--- config.mk ---
export PLATFORM = sky130hd
export DESIGN_NAME = cassette_pulse_block_decoder_core
export DESIGN_NICKNAME = d
export VERILOG_FILES = /design/src/hw/rtl/cpbd_pkg.sv /design/src/hw/rtl/cpbd_pulse_stage.sv /design/src/hw/rtl/cpbd_bit_framer.sv /design/src/hw/rtl/cpbd_block_parser.sv /design/src/hw/rtl/cassette_pulse_block_decoder_core.sv
export VERILOG_INCLUDE_DIRS = /design/src /design/src/hw/rtl
export SDC_FILE = /design/constraint.sdc
export NUM_CORES = 1
export LEC_CHECK = 0
export BUFFER_PORTS_ARGS = -buffer_cell sky130_fd_sc_hd__clkbuf_2
export CORE_MARGIN = 2
export CORE_UTILIZATION = 50
export CTS_BUF_LIST = sky130_fd_sc_hd__clkbuf_4 sky130_fd_sc_hd__clkbuf_8
export DETAILED_ROUTE_END_ITERATION = 16
export GPL_ROUTABILITY_DRIVEN = 0
export GPL_TIMING_DRIVEN = 0
export PLACE_DENSITY = 0.71
export SYNTH_ARGS = -nofsm -noshare
export SYNTH_HDL_FRONTEND = slang
export SYNTH_SLANG_ARGS = --single-unit
--- constraint.sdc ---
create_clock -name clock -period 5.13 [get_ports clock]
set_input_delay 0.7695 -clock clock [delete_from_list [all_inputs] [get_ports clock]]
set_output_delay 0.7695 -clock clock [all_outputs]
set_load 0.01 [all_outputs]
--- src/hw/rtl/cassette_pulse_block_decoder_core_assert.svh ---
// ----------------------------------------------------------------------------
// Cassette pulse block decoder assertion macros
// Shared concurrent assertion forms used by the decoder RTL.
// ----------------------------------------------------------------------------
`ifndef CASSETTE_PULSE_BLOCK_DECODER_CORE_ASSERT_SVH
`define CASSETTE_PULSE_BLOCK_DECODER_CORE_ASSERT_SVH

// The consequent must hold in the same cycle as the antecedent.
`define CPBD_ASSERT_SAME(label, clk, rst, cond, prop) \
   label: assert property (@(posedge clk) disable iff (rst) (cond) |-> (prop)) \
      else $error("cpbd assertion failed in the same cycle");

// The consequent must hold in the cycle after the antecedent.
`define CPBD_ASSERT_NEXT(label, clk, rst, cond, prop) \
   label: assert property (@(posedge clk) disable iff (rst) (cond) |=> (prop)) \
      else $error("cpbd assertion failed in the following cycle");

`endif

--- src/hw/rtl/cpbd_pkg.sv ---
// ----------------------------------------------------------------------------
// Cassette pulse block decoder package
// Types and constants shared by the decoder modules.
// ----------------------------------------------------------------------------
package cpbd_pkg;

   localparam int unsigned LengthWidth = 15;
   localparam int unsigned TicksWidth  = 19;
   localparam int unsigned DelayWidth  = 10;
   localparam int unsigned TpuWidth    = 4;
   localparam int unsigned CsrIdxWidth = 2;
   localparam int unsigned CsrDataWidth = 10;

   localparam logic [CsrIdxWidth-1:0] CSR_INVERT_PHASE   = 2'd0;
   localparam logic [CsrIdxWidth-1:0] CSR_RAW_BYTE_MODE  = 2'd1;
   localparam logic [CsrIdxWidth-1:0] CSR_SAMPLE_DELAY   = 2'd2;
   localparam logic [CsrIdxWidth-1:0] CSR_TICKS_PER_UNIT = 2'd3;

   localparam logic [DelayWidth-1:0] SAMPLE_DELAY_RESET = 10'd312;
   localparam logic [TpuWidth-1:0]   TICKS_PER_UNIT_RESET = 4'd9;

   localparam logic [3:0] FRAME_HUNT    = 4'd0;
   localparam logic [3:0] FRAME_LAST_DATA = 4'd8;
   localparam logic [3:0] FRAME_STOP1   = 4'd9;
   localparam logic [3:0] FRAME_STOP2   = 4'd10;

   localparam logic [7:0] MARK_HEAD = 8'h01;
   localparam logic [7:0] MARK_TAIL = 8'h3c;

   localparam logic [2:0] KIND_RAW_BYTE  = 3'd0;
   localparam logic [2:0] KIND_DATA_BYTE = 3'd1;
   localparam logic [2:0] KIND_BLOCK_OK  = 3'd2;
   localparam logic [2:0] KIND_CHECKSUM  = 3'd3;
   localparam logic [2:0] KIND_FRAMING   = 3'd4;

   typedef enum logic [1:0] {
      EDGE_WAIT_LOW  = 2'd0,
      EDGE_WAIT_HIGH = 2'd1,
      EDGE_COUNT     = 2'd2
   } edge_phase_type;

   typedef enum logic [2:0] {
      BLOCK_HUNT = 3'd0,
      BLOCK_TYPE = 3'd1,
      BLOCK_LEN  = 3'd2,
      BLOCK_DATA = 3'd3,
      BLOCK_SUM  = 3'd4
   } block_phase_type;

   typedef struct packed {
      logic                  invert_phase;
      logic                  raw_byte_mode;
      logic [DelayWidth-1:0] sample_delay;
      logic [TpuWidth-1:0]   ticks_per_unit;
   } cfg_type;

   typedef struct packed {
      logic                  valid;
      logic                  level;
      logic [TicksWidth-1:0] ticks;
   } pulse_type;

   typedef struct packed {
      logic       byte_done;
      logic       frame_error;
      logic [7:0] byte_value;
   } frame_event_type;

   typedef struct packed {
      logic [2:0] result_kind;
      logic [7:0] byte_value;
      logic [7:0] block_type;
      logic [7:0] byte_index;
      logic [7:0] block_length;
   } result_type;

endpackage

--- src/hw/rtl/cpbd_pulse_stage.sv ---
// ----------------------------------------------------------------------------
// Pulse input stage
// Registers an accepted request as a level and a tick count.
// ----------------------------------------------------------------------------
module cpbd_pulse_stage (
   input  logic                                clock,
   input  logic                                reset,
   input  cpbd_pkg::cfg_type                   cfg,
   input  logic                                hold,
   input  logic                                req_valid,
   input  logic                                req_pulse_level,
   input  logic [cpbd_pkg::LengthWidth-1:0]    req_pulse_length,
   output cpbd_pkg::pulse_type                 pulse
);
   import cpbd_pkg::*;

   logic                  valid_ff, valid_in;
   logic                  level_ff, level_in;
   logic [TicksWidth-1:0] ticks_ff, ticks_in;

   always_comb begin
      valid_in = valid_ff;
      level_in = level_ff;
      ticks_in = ticks_ff;
      if (!hold) begin
         valid_in = req_valid;
         level_in = req_pulse_level ^ cfg.invert_phase;
         ticks_in = TicksWidth'(req_pulse_length) * TicksWidth'(cfg.ticks_per_unit);
      end
   end

   always_ff @(posedge clock) begin
      if (reset) begin
         valid_ff <= 1'b0;
      end else begin
         valid_ff <= valid_in;
      end
      level_ff <= level_in;
      ticks_ff <= ticks_in;
   end

   assign pulse.valid = valid_ff;
   assign pulse.level = level_ff;
   assign pulse.ticks = ticks_ff;

endmodule

--- src/hw/rtl/cpbd_bit_framer.sv ---
// ----------------------------------------------------------------------------
// Bit sampler and byte framer
// Finds rising edges in the tick stream, samples one bit per edge and
// assembles start, data and stop bits into framed bytes.
// ----------------------------------------------------------------------------
module cpbd_bit_framer (
   input  logic                        clock,
   input  logic                        reset,
   input  cpbd_pkg::cfg_type           cfg,
   input  logic                        fire,
   input  cpbd_pkg::pulse_type         pulse,
   output cpbd_pkg::frame_event_type   frame_event
);
   import cpbd_pkg::*;

   edge_phase_type        edge_phase_ff, edge_phase_in;
   logic [DelayWidth-1:0] delay_left_ff, delay_left_in;
   logic [3:0]            frame_pos_ff, frame_pos_in;
   logic [7:0]            shift_byte_ff, shift_byte_in;
   logic                  stop_bad_ff, stop_bad_in;

   logic                  count_en;
   logic [TicksWidth-1:0] count_ticks;
   logic [DelayWidth-1:0] count_delay;
   logic [TicksWidth-1:0] count_delay_ext;
   logic                  bit_got;
   logic                  bit_value;

   assign count_delay_ext = TicksWidth'(count_delay);

   always_comb begin
      edge_phase_in = edge_phase_ff;
      delay_left_in = delay_left_ff;
      count_en      = 1'b0;
      count_ticks   = pulse.ticks;
      count_delay   = delay_left_ff;
      bit_got       = 1'b0;
      bit_value     = 1'b0;
      if (fire && (pulse.ticks != '0)) begin
         unique case (edge_phase_ff)
            EDGE_WAIT_LOW: begin
               if (!pulse.level) begin
                  edge_phase_in = EDGE_WAIT_HIGH;
               end
            end
            EDGE_WAIT_HIGH: begin
               if (pulse.level) begin
                  if (cfg.sample_delay == '0) begin
                     bit_got       = 1'b1;
                     bit_value     = 1'b1;
                     edge_phase_in = EDGE_WAIT_LOW;
                  end else begin
                     count_en    = 1'b1;
                     count_ticks = pulse.ticks - TicksWidth'(1);
                     count_delay = cfg.sample_delay;
                  end
               end
            end
            EDGE_COUNT: begin
               count_en = 1'b1;
            end
            default: begin
               edge_phase_in = EDGE_WAIT_LOW;
            end
         endcase
         if (count_en) begin
            if (count_ticks >= count_delay_ext) begin
               bit_got       = 1'b1;
               bit_value     = pulse.level;
               delay_left_in = '0;
               if (!pulse.level && (count_ticks != count_delay_ext)) begin
                  edge_phase_in = EDGE_WAIT_HIGH;
               end else begin
                  edge_phase_in = EDGE_WAIT_LOW;
               end
            end else begin
               delay_left_in = count_delay - count_ticks[DelayWidth-1:0];
               edge_phase_in = EDGE_COUNT;
            end
         end
      end
   end

   always_comb begin
      frame_pos_in  = frame_pos_ff;
      shift_byte_in = shift_byte_ff;
      stop_bad_in   = stop_bad_ff;
      frame_event.byte_done   = 1'b0;
      frame_event.frame_error = 1'b0;
      frame_event.byte_value  = shift_byte_ff;
      if (bit_got) begin
         priority if (frame_pos_ff == FRAME_HUNT) begin
            if (!bit_value) begin
               frame_pos_in = frame_pos_ff + 4'd1;
            end
         end else if (frame_pos_ff <= FRAME_LAST_DATA) begin
            shift_byte_in = {bit_value, shift_byte_ff[7:1]};
            frame_pos_in  = frame_pos_ff + 4'd1;
         end else if (frame_pos_ff == FRAME_STOP1) begin
            stop_bad_in  = !bit_value;
            frame_pos_in = FRAME_STOP2;
         end else begin
            frame_pos_in = FRAME_HUNT;
            if (stop_bad_ff || !bit_value) begin
               stop_bad_in             = 1'b0;
               frame_event.frame_error = 1'b1;
            end else begin
               frame_event.byte_done = 1'b1;
            end
         end
      end
   end

   always_ff @(posedge clock) begin
      if (reset) begin
         edge_phase_ff <= EDGE_WAIT_LOW;
         delay_left_ff <= '0;
         frame_pos_ff  <= FRAME_HUNT;
         shift_byte_ff <= '0;
         stop_bad_ff   <= 1'b0;
      end else begin
         edge_phase_ff <= edge_phase_in;
         delay_left_ff <= delay_left_in;
         frame_pos_ff  <= frame_pos_in;
         shift_byte_ff <= shift_byte_in;
         stop_bad_ff   <= stop_bad_in;
      end
   end

endmodule

--- src/hw/rtl/cpbd_block_parser.sv ---
// ----------------------------------------------------------------------------
// Block parser
// Hunts for the block marker and walks type, length, payload and checksum,
// turning framed bytes into results.
// ----------------------------------------------------------------------------
module cpbd_block_parser (
   input  logic                        clock,
   input  logic                        reset,
   input  logic                        raw_byte_mode,
   input  cpbd_pkg::frame_event_type   frame_event,
   output logic                        result_valid,
   output cpbd_pkg::result_type        result
);
   import cpbd_pkg::*;

   block_phase_type block_phase_ff, block_phase_in;
   logic            mark_head_ff, mark_head_in;
   logic [7:0]      cur_type_ff, cur_type_in;
   logic [7:0]      decl_len_ff, decl_len_in;
   logic [7:0]      taken_ff, taken_in;
   logic [7:0]      sum_ff, sum_in;
   logic [7:0]      taken_next;
   logic [7:0]      in_byte;

   assign in_byte    = frame_event.byte_value;
   assign taken_next = taken_ff + 8'd1;

   always_comb begin
      block_phase_in = block_phase_ff;
      mark_head_in   = mark_head_ff;
      cur_type_in    = cur_type_ff;
      decl_len_in    = decl_len_ff;
      taken_in       = taken_ff;
      sum_in         = sum_ff;
      if (frame_event.frame_error) begin
         if (!raw_byte_mode) begin
            block_phase_in = BLOCK_HUNT;
            mark_head_in   = 1'b0;
         end
      end else if (frame_event.byte_done && !raw_byte_mode) begin
         unique case (block_phase_ff)
            BLOCK_HUNT: begin
               if (mark_head_ff && (in_byte == MARK_TAIL)) begin
                  block_phase_in = BLOCK_TYPE;
                  mark_head_in   = 1'b0;
               end else begin
                  mark_head_in = (in_byte == MARK_HEAD);
               end
            end
            BLOCK_TYPE: begin
               cur_type_in    = in_byte;
               block_phase_in = BLOCK_LEN;
            end
            BLOCK_LEN: begin
               decl_len_in    = in_byte;
               sum_in         = cur_type_ff + in_byte;
               taken_in       = '0;
               block_phase_in = (in_byte == '0) ? BLOCK_SUM : BLOCK_DATA;
            end
            BLOCK_DATA: begin
               sum_in   = sum_ff + in_byte;
               taken_in = taken_next;
               if (taken_next == decl_len_ff) begin
                  block_phase_in = BLOCK_SUM;
               end
            end
            BLOCK_SUM: begin
               block_phase_in = BLOCK_HUNT;
               mark_head_in   = 1'b0;
            end
            default: begin
               block_phase_in = BLOCK_HUNT;
               mark_head_in   = 1'b0;
            end
         endcase
      end
   end

   always_comb begin
      result_valid = 1'b0;
      result       = '0;
      if (frame_event.frame_error) begin
         result_valid       = 1'b1;
         result.result_kind = KIND_FRAMING;
      end else if (frame_event.byte_done) begin
         if (raw_byte_mode) begin
            result_valid       = 1'b1;
            result.result_kind = KIND_RAW_BYTE;
            result.byte_value  = in_byte;
         end else if (block_phase_ff == BLOCK_DATA) begin
            result_valid        = 1'b1;
            result.result_kind  = KIND_DATA_BYTE;
            result.byte_value   = in_byte;
            result.block_type   = cur_type_ff;
            result.byte_index   = taken_ff;
            result.block_length = decl_len_ff;
         end else if (block_phase_ff == BLOCK_SUM) begin
            result_valid        = 1'b1;
            result.result_kind  = (in_byte == sum_ff) ? KIND_BLOCK_OK : KIND_CHECKSUM;
            result.block_type   = cur_type_ff;
            result.block_length = decl_len_ff;
         end
      end
   end

   always_ff @(posedge clock) begin
      if (reset) begin
         block_phase_ff <= BLOCK_HUNT;
         mark_head_ff   <= 1'b0;
         cur_type_ff    <= '0;
         decl_len_ff    <= '0;
         taken_ff       <= '0;
         sum_ff         <= '0;
      end else begin
         block_phase_ff <= block_phase_in;
         mark_head_ff   <= mark_head_in;
         cur_type_ff    <= cur_type_in;
         decl_len_ff    <= decl_len_in;
         taken_ff       <= taken_in;
         sum_ff         <= sum_in;
      end
   end

endmodule

--- src/hw/rtl/cassette_pulse_block_decoder_core.sv ---
// Path: an accepted request is registered in the input register, decoded
// combinationally by the framer and parser, and captured in the result register.
// Throughput: one request per cycle while the result register is not stalled.
// A stalled result holds the result register and, with a pulse pending, the input register.
// Reset is synchronous and active high; it clears the valid flags and the
// decoder state and reloads the register defaults.
// ----------------------------------------------------------------------------
// Cassette pulse block decoder core
// Decodes tape pulse words into framed bytes and block results.
// ----------------------------------------------------------------------------
`include "cassette_pulse_block_decoder_core_assert.svh"

module cassette_pulse_block_decoder_core (
   input  logic                                 clock,
   input  logic                                 reset,
   input  logic                                 csr_write_enable,
   input  logic [cpbd_pkg::CsrIdxWidth-1:0]     csr_index,
   input  logic [cpbd_pkg::CsrDataWidth-1:0]    csr_write_data,
   input  logic                                 req_valid,
   output logic                                 req_stall,
   input  logic                                 req_pulse_level,
   input  logic [cpbd_pkg::LengthWidth-1:0]     req_pulse_length,
   output logic                                 rsp_valid,
   input  logic                                 rsp_stall,
   output logic [2:0]                           rsp_result_kind,
   output logic [7:0]                           rsp_byte_value,
   output logic [7:0]                           rsp_block_type,
   output logic [7:0]                           rsp_byte_index,
   output logic [7:0]                           rsp_block_length
);
   import cpbd_pkg::*;

   cfg_type         cfg_ff, cfg_in;
   pulse_type       pulse;
   frame_event_type frame_event;
   logic            out_free;
   logic            fire;
   logic            res_valid;
   result_type      res;
   logic            rsp_valid_ff, rsp_valid_in;
   result_type      rsp_ff, rsp_in;

   always_comb begin
      cfg_in = cfg_ff;
      if (csr_write_enable) begin
         unique case (csr_index)
            CSR_INVERT_PHASE:   cfg_in.invert_phase   = csr_write_data[0];
            CSR_RAW_BYTE_MODE:  cfg_in.raw_byte_mode  = csr_write_data[0];
            CSR_SAMPLE_DELAY:   cfg_in.sample_delay   = csr_write_data[DelayWidth-1:0];
            CSR_TICKS_PER_UNIT: cfg_in.ticks_per_unit = csr_write_data[TpuWidth-1:0];
            default: begin
               cfg_in = cfg_ff;
            end
         endcase
      end
   end

   assign out_free  = !rsp_valid_ff || !rsp_stall;
   assign fire      = pulse.valid && out_free;
   assign req_stall = pulse.valid && !out_free;

   cpbd_pulse_stage u_pulse_stage (
      .clock            (clock),
      .reset            (reset),
      .cfg              (cfg_ff),
      .hold             (req_stall),
      .req_valid        (req_valid),
      .req_pulse_level  (req_pulse_level),
      .req_pulse_length (req_pulse_length),
      .pulse            (pulse)
   );

   cpbd_bit_framer u_bit_framer (
      .clock       (clock),
      .reset       (reset),
      .cfg         (cfg_ff),
      .fire        (fire),
      .pulse       (pulse),
      .frame_event (frame_event)
   );

   cpbd_block_parser u_block_parser (
      .clock         (clock),
      .reset         (reset),
      .raw_byte_mode (cfg_ff.raw_byte_mode),
      .frame_event   (frame_event),
      .result_valid  (res_valid),
      .result        (res)
   );

   always_comb begin
      rsp_valid_in = rsp_valid_ff;
      rsp_in       = rsp_ff;
      if (out_free) begin
         rsp_valid_in = fire && res_valid;
         rsp_in       = res;
      end
   end

   always_ff @(posedge clock) begin
      if (reset) begin
         cfg_ff.invert_phase   <= 1'b0;
         cfg_ff.raw_byte_mode  <= 1'b0;
         cfg_ff.sample_delay   <= SAMPLE_DELAY_RESET;
         cfg_ff.ticks_per_unit <= TICKS_PER_UNIT_RESET;
         rsp_valid_ff          <= 1'b0;
      end else begin
         cfg_ff       <= cfg_in;
         rsp_valid_ff <= rsp_valid_in;
      end
      rsp_ff <= rsp_in;
   end

   assign rsp_valid        = rsp_valid_ff;
   assign rsp_result_kind  = rsp_ff.result_kind;
   assign rsp_byte_value   = rsp_ff.byte_value;
   assign rsp_block_type   = rsp_ff.block_type;
   assign rsp_byte_index   = rsp_ff.byte_index;
   assign rsp_block_length = rsp_ff.block_length;

   `CPBD_ASSERT_SAME(a_data_index_in_block, clock, reset,
      rsp_valid_ff && (rsp_ff.result_kind == KIND_DATA_BYTE),
      rsp_ff.byte_index < rsp_ff.block_length)
   `CPBD_ASSERT_SAME(a_status_has_no_byte, clock, reset,
      rsp_valid_ff && (rsp_ff.result_kind != KIND_DATA_BYTE) &&
      (rsp_ff.result_kind != KIND_RAW_BYTE),
      rsp_ff.byte_value == '0)
   `CPBD_ASSERT_SAME(a_framing_has_no_block, clock, reset,
      rsp_valid_ff && (rsp_ff.result_kind == KIND_FRAMING),
      (rsp_ff.block_type == '0) && (rsp_ff.block_length == '0) &&
      (rsp_ff.byte_index == '0))
   `CPBD_ASSERT_NEXT(a_stall_keeps_request, clock, reset,
      req_stall,
      pulse.valid)

endmodule

== Yosys cells after proc, flatten, opt, wreduce, memory -nomap -nowiden ==
Index checks and enable logic that the tools add are counted.

* $add $sub $neg: 6
* $mul: 1
* $lt $le $gt $ge: 2
* Eq/ne operators: 24
* Muxes and demuxes: 73
* Bitwise gates (word level): 7
* Reduce and logical (&&, ||, !) cells: 44

{| class="wikitable"
|+ Operator list
! cell !! count
|-
| 19-bit two-way mux || 4
|-
| 10-bit two-way mux || 6
|-
| 8-bit two-way mux || 6
|-
| 35-bit two-way mux || 1
|-
| 8-bit one-hot mux with 2 select lines || 2
|-
| 1-bit two-way mux || 27
|-
| 24-bit two-way mux || 1
|-
| 3-bit two-way mux || 8
|-
| 19-bit by 10-bit greater-or-equal comparator with 1-bit output || 1
|-
| 15-bit by 4-bit multiplier with 19-bit output || 1
|-
| 19-bit by 10-bit inequality test with 1-bit output || 1
|-
| 19-bit nonzero test || 1
|-
| 19-bit by 1-bit subtractor with 19-bit output (second input constant) || 1
|-
| 2-bit two-way mux || 9
|-
| 8-bit adder || 2
|-
| 8-bit == test || 2
|-
| 4-bit two-way mux || 4
|-
| 3-bit AND reduction || 5
|-
| 3-bit by 2-bit inequality test with 1-bit output (second input constant) || 4
|-
| 3-bit one-hot mux with 4 select lines || 1
|-
| 2-bit AND reduction || 6
|-
| 11-bit two-way mux || 1
|-
| 10-bit logical NOT || 1
|-
| 10-bit subtractor || 1
|-
| 32 further kinds || 61
|}

* Bits in registers: 134
* Input bits: 33
* Output and inout port bits: 37
* Word-level logic and storage cells: 183

== Logic depth before layout (Yosys ltp) ==
Gate-level depths: netlist of run 1.

* Word-level depth: 20
* Gate-level depth with buffers: 21
* Gate-level depth less buffers: 18

== By module ==
From an unflattened synthesis of run 1, not the netlist that was laid out.

* Cell total of the unflattened synthesis: 1,057
* Area total of the unflattened synthesis: 9,372.7 um^2

{| class="wikitable"
|+ By module, submodules not included
! module !! instances !! cells an instance !! area an instance (um^2) !! seq. area each (um^2)
|-
| cpbd_pulse_stage || 1 || 285 || 2,612.5 || 620.6
|-
| cpbd_bit_framer || 1 || 338 || 2,533.7 || 500.5
|-
| cpbd_block_parser || 1 || 326 || 2,453.6 || 720.7
|-
| cassette_pulse_block_decoder_core || 1 || 108 || 1,773.0 || 1,391.3
|}

== Worst setup path before layout of run 1 ==
No wires, ideal clock.

* Kind: input-to-reg
* Start: input rsp_stall
* End: register rsp_ff (netlist bit rsp_byte_index[0]) (data pin)
* Library setup time: 0.255 ns
* Arrival time: 4.881 ns
* Required time: 4.875 ns
* Path slack: -0.006 ns
* Cell stages on the path: 17
* Buffers on the path: 4
* Cell sequence: nand2_1 > o311ai_1 > clkbuf_1 > buf_1 > mux2i_1 > ha_1 > a211oi_1 > o21ai_0 > o221ai_1 > nand2_1 > o21ba_2 > a21oi_4 > mux2i_2 > buf_6 > nor3_4 > buf_2 > and2_1

* Longest elaborated chain between the ends: 18
* Elaborated cells on any way between the ends: 22
* Classes of those cells: order compare (1); mux (13); bitwise (1); reduce/logical (7)

{| class="wikitable"
|+ RTL lines
! item !! line !! RTL
|-
| from (decl) || cassette_pulse_block_decoder_core.sv:24 || <nowiki>input logic rsp_stall,</nowiki>
|-
| 1-bit logical NOT (*) || cassette_pulse_block_decoder_core.sv:58 || <nowiki>assign out_free = !rsp_valid_ff || !rsp_stall;</nowiki>
|-
| 1-bit logical OR (*) || cassette_pulse_block_decoder_core.sv:58 ||
|-
| 1-bit logical AND (*) || cassette_pulse_block_decoder_core.sv:59 || <nowiki>assign fire = pulse.valid && out_free;</nowiki>
|-
| 1-bit logical AND (*) || cpbd_bit_framer.sv:39 || <nowiki>if (fire && (pulse.ticks != '0)) begin</nowiki>
|-
| 10-bit two-way mux || cpbd_bit_framer.sv:39 ||
|-
| 19-bit by 10-bit greater-or-equal comparator with 1-bit output || cpbd_bit_framer.sv:67 || <nowiki>if (count_ticks >= count_delay_ext) begin</nowiki>
|-
| 1-bit two-way mux || cpbd_bit_framer.sv:67 ||
|-
| 1-bit two-way mux || cpbd_bit_framer.sv:66 || <nowiki>if (count_en) begin</nowiki>
|-
| [2 not listed] || - ||
|-
| 1-bit logical OR || cpbd_bit_framer.sv:104 || <nowiki>if (stop_bad_ff || !bit_value) begin</nowiki>
|-
| 1-bit two-way mux || cpbd_bit_framer.sv:104 ||
|-
| 2-bit two-way mux || cpbd_bit_framer.sv:99 || <nowiki>end else if (frame_pos_ff == FRAME_STOP1) begin</nowiki>
|-
| 2-bit two-way mux || cpbd_bit_framer.sv:96 || <nowiki>end else if (frame_pos_ff <= FRAME_LAST_DATA) begin</nowiki>
|-
| 2-bit two-way mux || cpbd_bit_framer.sv:92 || <nowiki>priority if (frame_pos_ff == FRAME_HUNT) begin</nowiki>
|-
| 2-bit two-way mux (*) || cpbd_bit_framer.sv:91 || <nowiki>if (bit_got) begin</nowiki>
|-
| 1-bit inverter (no line) || - ||
|-
| 4-bit OR reduction (no line) (*) || - ||
|-
| to (signal assigned) || cassette_pulse_block_decoder_core.sv:111 || <nowiki>rsp_ff <= rsp_in;</nowiki>
|-
| to (decl) || cassette_pulse_block_decoder_core.sv:41 || <nowiki>result_type rsp_ff, rsp_in;</nowiki>
|}

Every way passes the cells marked *; elsewhere a longest branch is shown, timed or not.
A chain may end at the register's enable or synchronous reset.

== Worst setup path after layout of run 1 ==
* Start: register u_pulse_stage.ticks_ff[2]
* End: register u_block_parser.taken_ff[5]

* Longest elaborated chain between the ends: 18
* Elaborated cells on any way between the ends: 26
* Classes of those cells: add/sub (1); order compare (1); mux (17); bitwise (1); reduce/logical (6)

{| class="wikitable"
|+ RTL lines
! item !! line !! RTL
|-
| from (decl) || cpbd_pulse_stage.sv:19 || <nowiki>logic [TicksWidth-1:0] ticks_ff, ticks_in;</nowiki>
|-
| from (signal assigned) || cpbd_pulse_stage.sv:39 || <nowiki>ticks_ff <= ticks_in;</nowiki>
|-
| 19-bit by 1-bit subtractor with 19-bit output || cpbd_bit_framer.sv:54 || <nowiki>count_ticks = pulse.ticks - TicksWidth'(1);</nowiki>
|-
| 19-bit two-way mux || cpbd_bit_framer.sv:48 || <nowiki>if (cfg.sample_delay == '0) begin</nowiki>
|-
| 19-bit two-way mux || cpbd_bit_framer.sv:47 || <nowiki>if (pulse.level) begin</nowiki>
|-
| 19-bit two-way mux || cpbd_bit_framer.sv:40 || <nowiki>unique case (edge_phase_ff)</nowiki>
|-
| 19-bit two-way mux || cpbd_bit_framer.sv:39 ||
|-
| 19-bit by 10-bit greater-or-equal comparator with 1-bit output || cpbd_bit_framer.sv:67 ||
|-
| 1-bit two-way mux || cpbd_bit_framer.sv:67 ||
|-
| 1-bit two-way mux || cpbd_bit_framer.sv:66 ||
|-
| [2 not listed] || - ||
|-
| 1-bit logical OR || cpbd_bit_framer.sv:104 ||
|-
| 1-bit two-way mux || cpbd_bit_framer.sv:104 ||
|-
| 2-bit two-way mux || cpbd_bit_framer.sv:99 ||
|-
| 2-bit two-way mux || cpbd_bit_framer.sv:96 ||
|-
| 2-bit two-way mux || cpbd_bit_framer.sv:92 ||
|-
| 2-bit two-way mux (*) || cpbd_bit_framer.sv:91 ||
|-
| 1-bit logical AND / 1-bit inverter (equally long branches) || - ||
|-
| 3-bit AND reduction (no line) (*) || - ||
|-
| to (signal assigned) || cpbd_block_parser.sv:119 || <nowiki>taken_ff <= taken_in;</nowiki>
|-
| to (decl) || cpbd_block_parser.sv:20 || <nowiki>logic [7:0] taken_ff, taken_in;</nowiki>
|}

Every way passes the cells marked *; elsewhere a longest branch is shown, timed or not. The select of a mux whose other input is x is not followed.

==> results.json, run 1 <==
{
  "grt_max_degree": 38,
  "antenna_found_initial": 0,
  "fillers": 1557,
  "drc": 0,
  "avgSynthCellArea_sq_um": 9.01,
  "die_area_sq_um": 18800,
  "cpMostUsedCell": "o21ai_0",
  "die_w_microns": 137,
  "htree_levels": 4,
  "fmax_mhz": 205,
  "p_per_area_nw_per_um2": 268,
  "cts_root_buf": "clkbuf_8",
  "final-max-slew-violation-count": 0,
  "synthesis.nets": 1103,
  "synth_area_leader_cell": "edfxtp_1",
  "critPathBufInv": 3,
  "antenna_left": 0,
  "start_util": 0.513,
  "num_vias": 7284,
  "final_cells": 1317,
  "pwr-share-seq": 0.462,
  "pre_cts_ws_ns": -1.01,
  "cts_tree": "yes",
  "cts.clk_slew.worst_paths_ns": 0.09,
  "worst_clock_skew_ns": 0.0193,
  "leakage_nw": 4.42,
  "synth_top_flop_cell": "dfxtp_1",
  "cts_max_path_buffers": 2,
  "switchingPower_uw": 800,
  "yosysSeqAreaShare": 0.365,
  "postCtsHoldBufs": 0,
  "synth-edff-count": 55,
  "grt_pass1_wl_mm": 34.1,
  "cap_violations": 0,
  "drt_iter0_drc": 565,
  "ys_seq_elements": 134,
  "worstPathArrival_ns": 5.27,
  "insertion_delay_ns": 0.46,
  "critPathLaunchType": "register",
  "fin_crit_ns": 4.87,
  "routed_wl_mm": 20.9,
  "synth_area_sq_um": 8870,
  "netlist_top_cells_area": "edfxtp_1 19%, dfxtp_1 18%, ha_1 8.2%",
  "syn_to_final_growth_pct": 13.1,
  "fp-row-count": 48,
  "cts.sinks": 134,
  "power_switching_share": 0.297,
  "worstSetupPathType": "register to register",
  "port_buffers": 68,
  "synth.distinct_cells": 74,
  "drive_gt1_frac": 0.135,
  "wl_per_cell_microns": 15.9,
  "p_comb_frac": 0.207,
  "cp_max_fo": 10,
  "first_pass_iters": 5,
  "relSlewSlack": 0.347,
  "vdd_drop_max_v": 0.000152,
  "fp.dieH_microns": 137,
  "yosysTopAreaCellShare": 0.186,
  "ios": 70,
  "yosysMostFrequentCell": "nand2_1",
  "hold_viol_final": 0,
  "cts_buffers": 17,
  "final.setup.worst_slack_ns": 0.255,
  "core_sq_um": 17300,
  "critPathTopFamily": "compound AO/OA/AOI/OAI gates",
  "synth_cells": 984,
  "vias_per_cell": 5.53,
  "ys_top_cells_by_count": "161 x nand2_1, 79 x dfxtp_1, 67 x nor2_1",
  "tightest_slew_ns": 0.976,
  "setup_viol": 0,
  "dp_cells": 1277,
  "endpoint_kind": "register",
  "hp-class": "register to register",
  "globalRouteTotalUtil": 0.230,
  "hpwl_mm": 15.6,
  "gr-total-overflow": 0,
  "whs_ns": 0.472,
  "status": "finished clean",
  "slowest_stage": "or4_4",
  "internal_power_mw": 1.89,
  "ys_async_sr_fraction": 0,
  "fin_crit_sh": 0.950,
  "synth_warnings": 0,
  "finalPower_mw": 2.69,
  "nNetsFinal": 1198,
  "cp_slowest_stage_delay_ns": 0.59,
  "grt_pass1_vias": 6913,
  "crit_chain": "or4_4 -> nand4bb_4 -> o311ai_4 -> buf_6 -> buf_4 -> mux2i_1 -> ha_1 -> a211oi_1 -> o21ai_0 -> o221ai_1 -> nand2_1 -> o21ba_2 -> a21oi_4 -> mux2_2 -> nand3_2 -> clkbuf_1 -> o21ai_0 -> a21oi_1",
  "clockPowerShare": 0.331,
  "n_antenna_cell": 0,
  "cp.required_ns": 5.53
}
through the flow:
step,setup TNS [ns],utilization,area (sq um)
after global placement,-58.94,0.549,9490
after CTS,0,0.574,9930
after floorplan,0,-,8870
final,0,0.580,10000
after global routing,-0.0195,0.580,10000
after detailed placement,-60.77,0.549,9490
cells by family (layout without fill, tap and decap cells):
family,count (synthesis),count (layout),share of synthesized area
buffers and inverters,104,212,0.0457
flip-flops,134,134,0.365
AO/OA/AOI/OAI,168,168,0.122
adder cells (fa/ha/maj),86,86,0.145
XOR/XNOR,58,58,0.0573
multiplexers,32,32,0.0367
AND/OR/NAND/NOR,402,402,0.228
path summary, 6_finish.rpt:
check / start / end / slack, ns / depth (start not counted)
setup / recovery: u_pulse_stage.ticks_ff[2] / u_block_parser.taken_ff[5] / 0.26 / 18
hold reg to reg: u_bit_framer.delay_left_ff[3] / u_bit_framer.delay_left_ff[3] / 0.47 / 2
hold / removal: u_bit_framer.delay_left_ff[3] / u_bit_framer.delay_left_ff[3] / 0.47 / 2
setup reg to reg: u_pulse_stage.ticks_ff[2] / u_block_parser.taken_ff[5] / 0.26 / 18
layout by cell type (no fill, tap or decap), types with 5 or more instances in the layout:
cell and instances:
fa_1 28, clkbuf_2 70, o21a_1 6, xnor2_1 40, clkbuf_4 5, o21ai_0 33, mux2i_1 30, nand2_1 160
and2_1 56, inv_1 62, a21oi_1 60, a21o_1 9, nand2b_1 5, clkbuf_8 18, nor2b_1 6, xor2_1 18
clkbuf_1 28, buf_4 8, nor2_1 66, or2_2 5, o21bai_1 5, ha_1 58, nor4_1 7, nand4_1 8
a211oi_1 7, nand3_1 25, dfxtp_1 79, edfxtp_1 55, nor3_1 24
worst register-to-register path, stage by stage, from the launching register on:
cell and delay [ns]:
edfxtp_1 0.43, or4_4 0.59, nand4bb_4 0.26, o311ai_4 0.38
buf_6 0.21, buf_4 0.22, mux2i_1 0.22, ha_1 0.27
a211oi_1 0.23, o21ai_0 0.11, o221ai_1 0.19, nand2_1 0.11
o21ba_2 0.31, a21oi_4 0.10, mux2_2 0.37, nand3_2 0.11
clkbuf_1 0.35, o21ai_0 0.20, a21oi_1 0.14
flip-flops by register name, summed over array words and instances, names as in the netlist:
name / count
u_pulse_stage.ticks_ff: 19
cfg_ff: 16
u_bit_framer.delay_left_ff: 10
rsp_block_length: 8
rsp_block_type: 8
rsp_byte_index: 8
rsp_byte_value: 8
u_bit_framer.shift_byte_ff: 8
u_block_parser.cur_type_ff: 8
u_block_parser.decl_len_ff: 8
u_block_parser.sum_ff: 8
u_block_parser.taken_ff: 8
u_bit_framer.frame_pos_ff: 4
rsp_result_kind: 3
u_block_parser.block_phase_ff: 3
u_bit_framer.edge_phase_ff: 2
rsp_valid: 1
u_bit_framer.stop_bad_ff: 1
u_block_parser.mark_head_ff: 1
u_pulse_stage.level_ff: 1
u_pulse_stage.valid_ff: 1
power by group through the flow:
stage	logic, mW	registers [mW]	clock network [mW]
after floorplan	0.419	1.24	0
after global placement	0.523	1.26	0
after detailed placement	0.534	1.27	0
after CTS	0.538	1.24	0.902
after global routing	0.635	1.25	0.937
final	0.557	1.24	0.891
area by class of cell:
class | count | area, sq um | area share
tap | 225 | 282 | 0.0281
clock buffer | 21 | 270 | 0.0269
buffer | 41 | 188 | 0.0187
inverter | 63 | 236 | 0.0236
clock inverter | 11 | 125 | 0.0125
timing repair buffer | 76 | 413 | 0.0412
sequential | 134 | 3230 | 0.322
multi-input combinational | 746 | 5280 | 0.527
metal layers:
metal | global-route usage | part of all wire | routed length [microns]
met4 | 0.0745 | 0.020 | 420
met3 | 0.0361 | 0.056 | 1160
met5 | 0 | 0 | 0
met2 | 0.358 | 0.45 | 9450
met1 | 0.329 | 0.47 | 9860
repair_timing:
| item | in CTS | in global routing |
|---|---|---|
| endpoints found under the setup margin | 96 | 88 |
| pin swaps | 3 | 3 |
| setup buffers | 0 | 8 |
| resized for setup | 8 | 11 |
Power figures use the tool's default switching activity.
==> inputs of run 2 (changes only) <==
--- a/config.mk
+++ b/config.mk
@@ -8,12 +8,12 @@
 export LEC_CHECK = 0
 export BUFFER_PORTS_ARGS = -buffer_cell sky130_fd_sc_hd__clkbuf_2
 export CORE_MARGIN = 2
-export CORE_UTILIZATION = 50
+export CORE_UTILIZATION = 25
 export CTS_BUF_LIST = sky130_fd_sc_hd__clkbuf_4 sky130_fd_sc_hd__clkbuf_8
 export DETAILED_ROUTE_END_ITERATION = 16
 export GPL_ROUTABILITY_DRIVEN = 0
 export GPL_TIMING_DRIVEN = 0
-export PLACE_DENSITY = 0.71
+export MAX_ROUTING_LAYER = met4
 export SYNTH_ARGS = -nofsm -noshare
 export SYNTH_HDL_FRONTEND = slang
 export SYNTH_SLANG_ARGS = --single-unit
==> run 2 against run 1 <==
Flip-flop and latch count is the same. Clock-buffer cell count shrank 3. Critical path depth grew 2. Largest power group unchanged. Clock skew about the same. Non-clock buffer count shrank 2. Sequential power hardly changed. Sequential share of layout area fell by 0.94 points. Critical endpoint is now rsp_byte_value[1]. Hold slack gained 0.0094 ns. Worst setup slack better by 0.13 ns.
==> results.json, run 2 (synthesized netlist as in run 1, its figures left out) <==
{
  "routed_wl_mm": 21.2,
  "gr-total-overflow": 0,
  "syn_to_final_growth_pct": 16.5,
  "cts.clk_slew.worst_paths_ns": 0.09,
  "drive_gt1_frac": 0.136,
  "fillers": 3680,
  "final_area_sq_um": 10300,
  "fin_crit_sh": 0.924,
  "first_pass_iters": 5,
  "rsz0062_at_grt": "false",
  "cts_max_path_buffers": 2,
  "cap_violations": 0,
  "leakage_nw": 4.45,
  "antenna_found_initial": 0,
  "critPathLaunchType": "register",
  "multi_input_area_sq_um": 5290,
  "largestRegisters": "u_pulse_stage.ticks_ff (19), cfg_ff (16), u_bit_framer.delay_left_ff (10)",
  "htree_levels": 4,
  "final_cells": 1546,
  "core_sq_um": 34700,
  "vdd_drop_max_v": 0.000167,
  "fp-row-count": 68,
  "cp.required_ns": 5.35,
  "dp_cells": 1507,
  "hpwl_mm": 16.4,
  "insertion_delay_ns": 0.47,
  "cts_buffers": 17,
  "cts_tree": "yes",
  "fin_crit_ns": 4.74,
  "grt_max_degree": 38,
  "worstSetupPathType": "register to register",
  "drc": 0,
  "drt_iter0_drc": 415,
  "regArea_sq_um": 3230,
  "cp_max_fo": 10,
  "p_per_area_nw_per_um2": 262,
  "r2r_start": "u_bit_framer.edge_phase_ff[1]",
  "wl_per_cell_microns": 13.7,
  "hold_viol_final": 0,
  "setup_viol": 0,
  "tightest_slew_ns": 0.946,
  "start_util": 0.255,
  "final-max-slew-violation-count": 0,
  "die_w_microns": 192,
  "top_layer_used": "met4",
  "min_from": "u_bit_framer.stop_bad_ff",
  "met3_length_microns": 925,
  "status": "finished clean",
  "nNetsFinal": 1196,
  "hp-class": "register to register",
  "relSlewSlack": 0.367,
  "endpoint_kind": "register",
  "largest_reg_flops": 19,
  "die_area_sq_um": 37000,
  "ios": 70,
  "cts.sinks": 134,
  "worst_clock_skew_ns": 0.0196,
  "grt_pass1_wl_mm": 35.0,
  "placed_area_sq_um": 9780,
  "regMostFlops": "u_pulse_stage.ticks_ff",
  "num_vias": 7111,
  "layout_common_cells": "160 x nand2_1, 79 x dfxtp_1, 69 x clkbuf_2, 66 x nor2_1, 62 x inv_1",
  "crit_start": "u_bit_framer.edge_phase_ff[1]",
  "drt-met1-wl_mm": 10.2,
  "globalRouteTotalUtil": 0.122,
  "vias_per_cell": 4.60,
  "antenna_left": 0,
  "worstPathArrival_ns": 4.96,
  "grt_pass1_vias": 6952,
  "cts_root_buf": "clkbuf_8",
  "final_common_cell": "nand2_1",
  "fp.dieH_microns": 192,
  "dr_wl_met2_mm": 9.81,
  "fmax_mhz": 211,
  "port_buffers": 68,
  "postCtsHoldBufs": 0
}
-- run 2: changes by cell type in the layout (fill, tap and decap cells not counted), moves of 3 or more --
| cell | before | now |
|---|---|---|
| clkbuf_4 | 5 | 1 |
| inv_8 | 0 | 4 |
| clkinvlp_4 | 4 | 0 |
| inv_6 | 2 | 5 |
-- run 2: final timing paths --
| path | end | slack [ns] | cells after the start |
|---|---|---|---|
| min reg2reg | u_bit_framer.stop_bad_ff | 0.48 | 2 |
| max reg2reg | rsp_byte_value[1] | 0.39 | 20 |
| min | u_bit_framer.stop_bad_ff | 0.48 | 2 |
| max | rsp_byte_value[1] | 0.39 | 20 |
-- run 2: layout make-up --
class | count | share of cell area
buffer | 41 | 0.0189
inverter | 63 | 0.0229
clock buffer | 18 | 0.0240
antenna | 1 | 0.000242
sequential | 134 | 0.313
clock inverter | 14 | 0.0153
multi-input combinational | 746 | 0.512
tap | 455 | 0.0551
timing repair buffer | 74 | 0.0385
-- run 2: layer usage --
metal  up-vias  global-route usage
met5         -                   -
met4         0              0.0338
met3        31              0.0238
met2       141               0.197
met1      3344               0.156
li1       3595                   -
-- run 2: critical path: stages, from the launching register on --
cell     delay, ns
dfxtp_1       0.34
inv_1         0.08
ha_1          0.20
nand2_1       0.19
a41oi_2       0.29
buf_2         0.30
nand2_1       0.12
or4_1         0.48
xnor2_2       0.19
ha_1          0.31
nand4_1       0.11
nor3_1        0.26
nor2_1        0.07
nand2_1       0.08
o21ba_2       0.20
a21oi_4       0.26
mux2i_4       0.39
buf_6         0.23
nor4_4        0.06
buf_4         0.18
and2_1        0.16
-- run 2: power breakdown --
| group | internal [mW] | leakage [nW] | switching, mW |
|---|---|---|---|
| registers | 1.18 | 1.28 | 0.0596 |
| clock network | 0.421 | 0.209 | 0.493 |
| logic | 0.250 | 2.95 | 0.307 |
-- run 2: metrics by stage --
step            util  setup slack (ns)  hold slack [ns]  setup TNS [ns]  power, mW
2_1_floorplan      -             0.122            0.444               0       1.66
3_3_place_gp   0.282             -1.17            0.461          -63.71       1.79
3_5_place_dp   0.282             -1.20            0.470          -63.78       1.80
4_1_cts        0.295            0.0141            0.483               0       2.72
5_1_grt        0.298            0.0193            0.494               0       2.86
6_report       0.298             0.389            0.481               0       2.71
-- run 2: timing repair --
item,CTS,global route
buffers inserted,1,5
gates resized for setup,10,16
cloned,0,0
setup endpoints to repair,96,93
pin swaps,4,4
==> inputs of run 3 (changes only) <==
--- a/config.mk
+++ b/config.mk
@@ -8,12 +8,13 @@
 export LEC_CHECK = 0
 export BUFFER_PORTS_ARGS = -buffer_cell sky130_fd_sc_hd__clkbuf_2
 export CORE_MARGIN = 2
-export CORE_UTILIZATION = 25
+export CORE_UTILIZATION = 63
 export CTS_BUF_LIST = sky130_fd_sc_hd__clkbuf_4 sky130_fd_sc_hd__clkbuf_8
 export DETAILED_ROUTE_END_ITERATION = 16
 export GPL_ROUTABILITY_DRIVEN = 0
 export GPL_TIMING_DRIVEN = 0
 export MAX_ROUTING_LAYER = met4
+export PLACE_DENSITY = 0.83
 export SYNTH_ARGS = -nofsm -noshare
 export SYNTH_HDL_FRONTEND = slang
 export SYNTH_SLANG_ARGS = --single-unit
==> constraint.sdc (replaced) <==
create_clock -name clock -period 4.65 [get_ports clock]
set_input_delay 0.6975 -clock clock [delete_from_list [all_inputs] [get_ports clock]]
set_output_delay 0.6975 -clock clock [all_outputs]
set_load 0.01 [all_outputs]
==> run 3 against run 2 <==
The flow now finishes with violations (negative setup slack). Global-route usage is 19 points higher. Cell count fell by 16%. Clock skew down 0.0063 ns. Routed wire length rose by 7.6%. Final area increased by 0.70%. Non-clock buffer count increased by 25. Clock power grew 6.9%. Largest power group unchanged.
==> results.json, run 3 (synthesized netlist as in run 1, its figures left out) <==
{
  "final_util": 0.753,
  "gr-total-overflow": 0,
  "final_cells": 1295,
  "antenna_left": 0,
  "first_pass_iters": 6,
  "r2r_cells": 19,
  "final_area_sq_um": 10400,
  "status": "finished, violations left",
  "hold_depth": 2,
  "met3_usage": 0.0572,
  "die_area_sq_um": 15000,
  "fmax_mhz": 211,
  "rr_endpoint": "rsp_byte_index[6]",
  "pre_cts_ws_ns": -0.869,
  "syn_to_final_growth_pct": 17.3,
  "fp.dieH_microns": 123,
  "endpoint_kind": "register",
  "cts.sinks": 134,
  "grt_pass1_vias": 7304,
  "cts_max_path_buffers": 2,
  "core_sq_um": 13800,
  "hpwl_mm": 15.3,
  "die_w_microns": 123,
  "wl_per_cell_microns": 17.7,
  "port_buffers": 68,
  "worstSetupPathType": "register to register",
  "violations": "negative setup slack",
  "critPathTopFamily": "simple AND/OR/NAND/NOR gates",
  "whs_ns": 0.431,
  "fillers": 947,
  "htree_levels": 4,
  "rsz0062_at_grt": "true",
  "cts_buffers": 17,
  "cp.required_ns": 4.88,
  "vdd_drop_max_v": 0.000209,
  "largest_reg_flops": 19,
  "insertion_delay_ns": 0.48,
  "cts_root_buf": "clkbuf_8",
  "fin_crit_ns": 4.74,
  "grt_pass1_wl_mm": 35.1,
  "critPathBufInv": 5,
  "rrSetupSlack_ns": -0.09,
  "fp-row-count": 43,
  "grt_use_met1": 0.396,
  "tightest_slew_ns": 0.973,
  "hp-class": "primary input to register",
  "start_util": 0.641,
  "relSlewSlack": 0.349,
  "hold_viol_final": 0,
  "final.setup.worst_slack_ns": -0.0909,
  "crit_chain": "or4_4 -> nand4bb_4 -> o311ai_4 -> clkbuf_8 -> buf_12 -> buf_6 -> mux2i_2 -> ha_1 -> nand4_1 -> nor3_2 -> nor2_1 -> nand2_1 -> o21ba_4 -> a21oi_4 -> mux2i_4 -> buf_8 -> nor3_4 -> buf_2 -> and2_1",
  "cp_max_fo": 7,
  "worst_clock_skew_ns": 0.0133,
  "globalRouteTotalUtil": 0.310,
  "cts_tree": "yes",
  "final-max-slew-violation-count": 0,
  "vias_per_cell": 6.07,
  "leakage_nw": 4.62,
  "critPathLaunchType": "register",
  "dp_cells": 1232,
  "r2r_start": "u_pulse_stage.ticks_ff[7]",
  "tns_ns": -1.23,
  "finalPower_mw": 3.05,
  "grt_max_degree": 38,
  "multi_input_area_sq_um": 5450,
  "largestRegisters": "u_pulse_stage.ticks_ff (19), cfg_ff (16), u_bit_framer.delay_left_ff (10)",
  "cp_slowest_stage_delay_ns": 0.54,
  "placed_area_sq_um": 9450,
  "top_usage_layer": "met2",
  "drc": 0,
  "regMostFlops": "u_pulse_stage.ticks_ff",
  "grt_use_met2": 0.493,
  "routed_wl_mm": 22.9,
  "min_from": "req_valid",
  "final_common_cell": "nand2_1",
  "regArea_sq_um": 3240,
  "cts.clk_slew.worst_paths_ns": 0.08,
  "worstPathArrival_ns": 4.97,
  "slowest_stage": "or4_4",
  "drt_iter0_drc": 730,
  "p_per_area_nw_per_um2": 293,
  "nNetsFinal": 1221,
  "n_antenna_cell": 0,
  "postCtsHoldBufs": 0,
  "hold_end": "u_pulse_stage.valid_ff",
  "num_vias": 7857,
  "drive_gt1_frac": 0.185,
  "layout_common_cells": "158 x nand2_1, 77 x dfxtp_1, 70 x clkbuf_2, 66 x nor2_1, 62 x inv_1",
  "cap_violations": 0,
  "setup_viol": 31,
  "antenna_found_initial": 0,
  "fin_crit_sh": 1.02,
  "ios": 70
}
[run 3: changes by cell type in the layout (fill, tap and decap cells not counted), moves of 4 or more]
| cell | delta |
|---|---|
| and2_4 | +4 |
| buf_4 | +16 |
| a211oi_1 | -4 |
| a211oi_2 | +4 |
| and2_1 | -4 |
| a21oi_2 | +5 |
| o21ai_0 | -4 |
| a21oi_1 | -5 |
[run 3: area by class of cell]
type | count | share of cell area
Clock buffer | 17 | 0.0225
Timing Repair Buffer | 99 | 0.0606
Multi-Input combinational cell | 746 | 0.524
Clock inverter | 15 | 0.0149
Sequential cell | 134 | 0.311
Tap cell | 180 | 0.0216
Inverter | 63 | 0.0227
Buffer | 41 | 0.0227
[run 3: worst max-delay path by stage]
stage,depth (start not counted),to,slack (ns),startpoint
after detailed placement,17,rsp_block_length[2],-0.87,u_pulse_stage.ticks_ff[2]
after floorplan,18,rsp_byte_index[0],0.02,u_pulse_stage.ticks_ff[2]
after global routing,19,rsp_byte_index[5],-0.19,u_pulse_stage.ticks_ff[7]
after global placement,17,rsp_result_kind[0],-0.83,u_pulse_stage.ticks_ff[2]
after CTS,15,u_pulse_stage.ticks_ff[18],0.02,cfg_ff[2]
final,19,rsp_byte_index[6],-0.09,u_pulse_stage.ticks_ff[7]
[run 3: what timing repair did]
action	4_1_cts	5_1_grt
setup buffers	15	15
cloned	1	1
resized for setup	18	60
setup endpoints to repair	96	94
pin swaps	9	20
[run 3: worst register-to-register path, cell delays in order (launching register included)]
cell       delay [ns]
edfxtp_1         0.43
or4_4            0.54
nand4bb_4        0.26
o311ai_4         0.31
clkbuf_8         0.22
buf_12           0.13
buf_6            0.10
mux2i_2          0.19
ha_1             0.18
nand4_1          0.20
nor3_2           0.26
nor2_1           0.10
nand2_1          0.13
o21ba_4          0.19
a21oi_4          0.29
mux2i_4          0.39
buf_8            0.19
nor3_4           0.07
buf_2            0.19
and2_1           0.16
[run 3: report_power, final]
part           switching, mW  total, mW  internal, mW  leakage (nW)
clock                  0.533      0.977         0.444         0.199
combinational          0.384      0.701         0.316          3.14
sequential            0.0669       1.37          1.30          1.28
[run 3: layer usage]
layer / wire [microns] / vias to the layer above
li1: - / 3638
met1: 9360 / 3790
met2: 11000 / 371
met3: 1860 / 58
met4: 618 / 0
met5: 0 / -
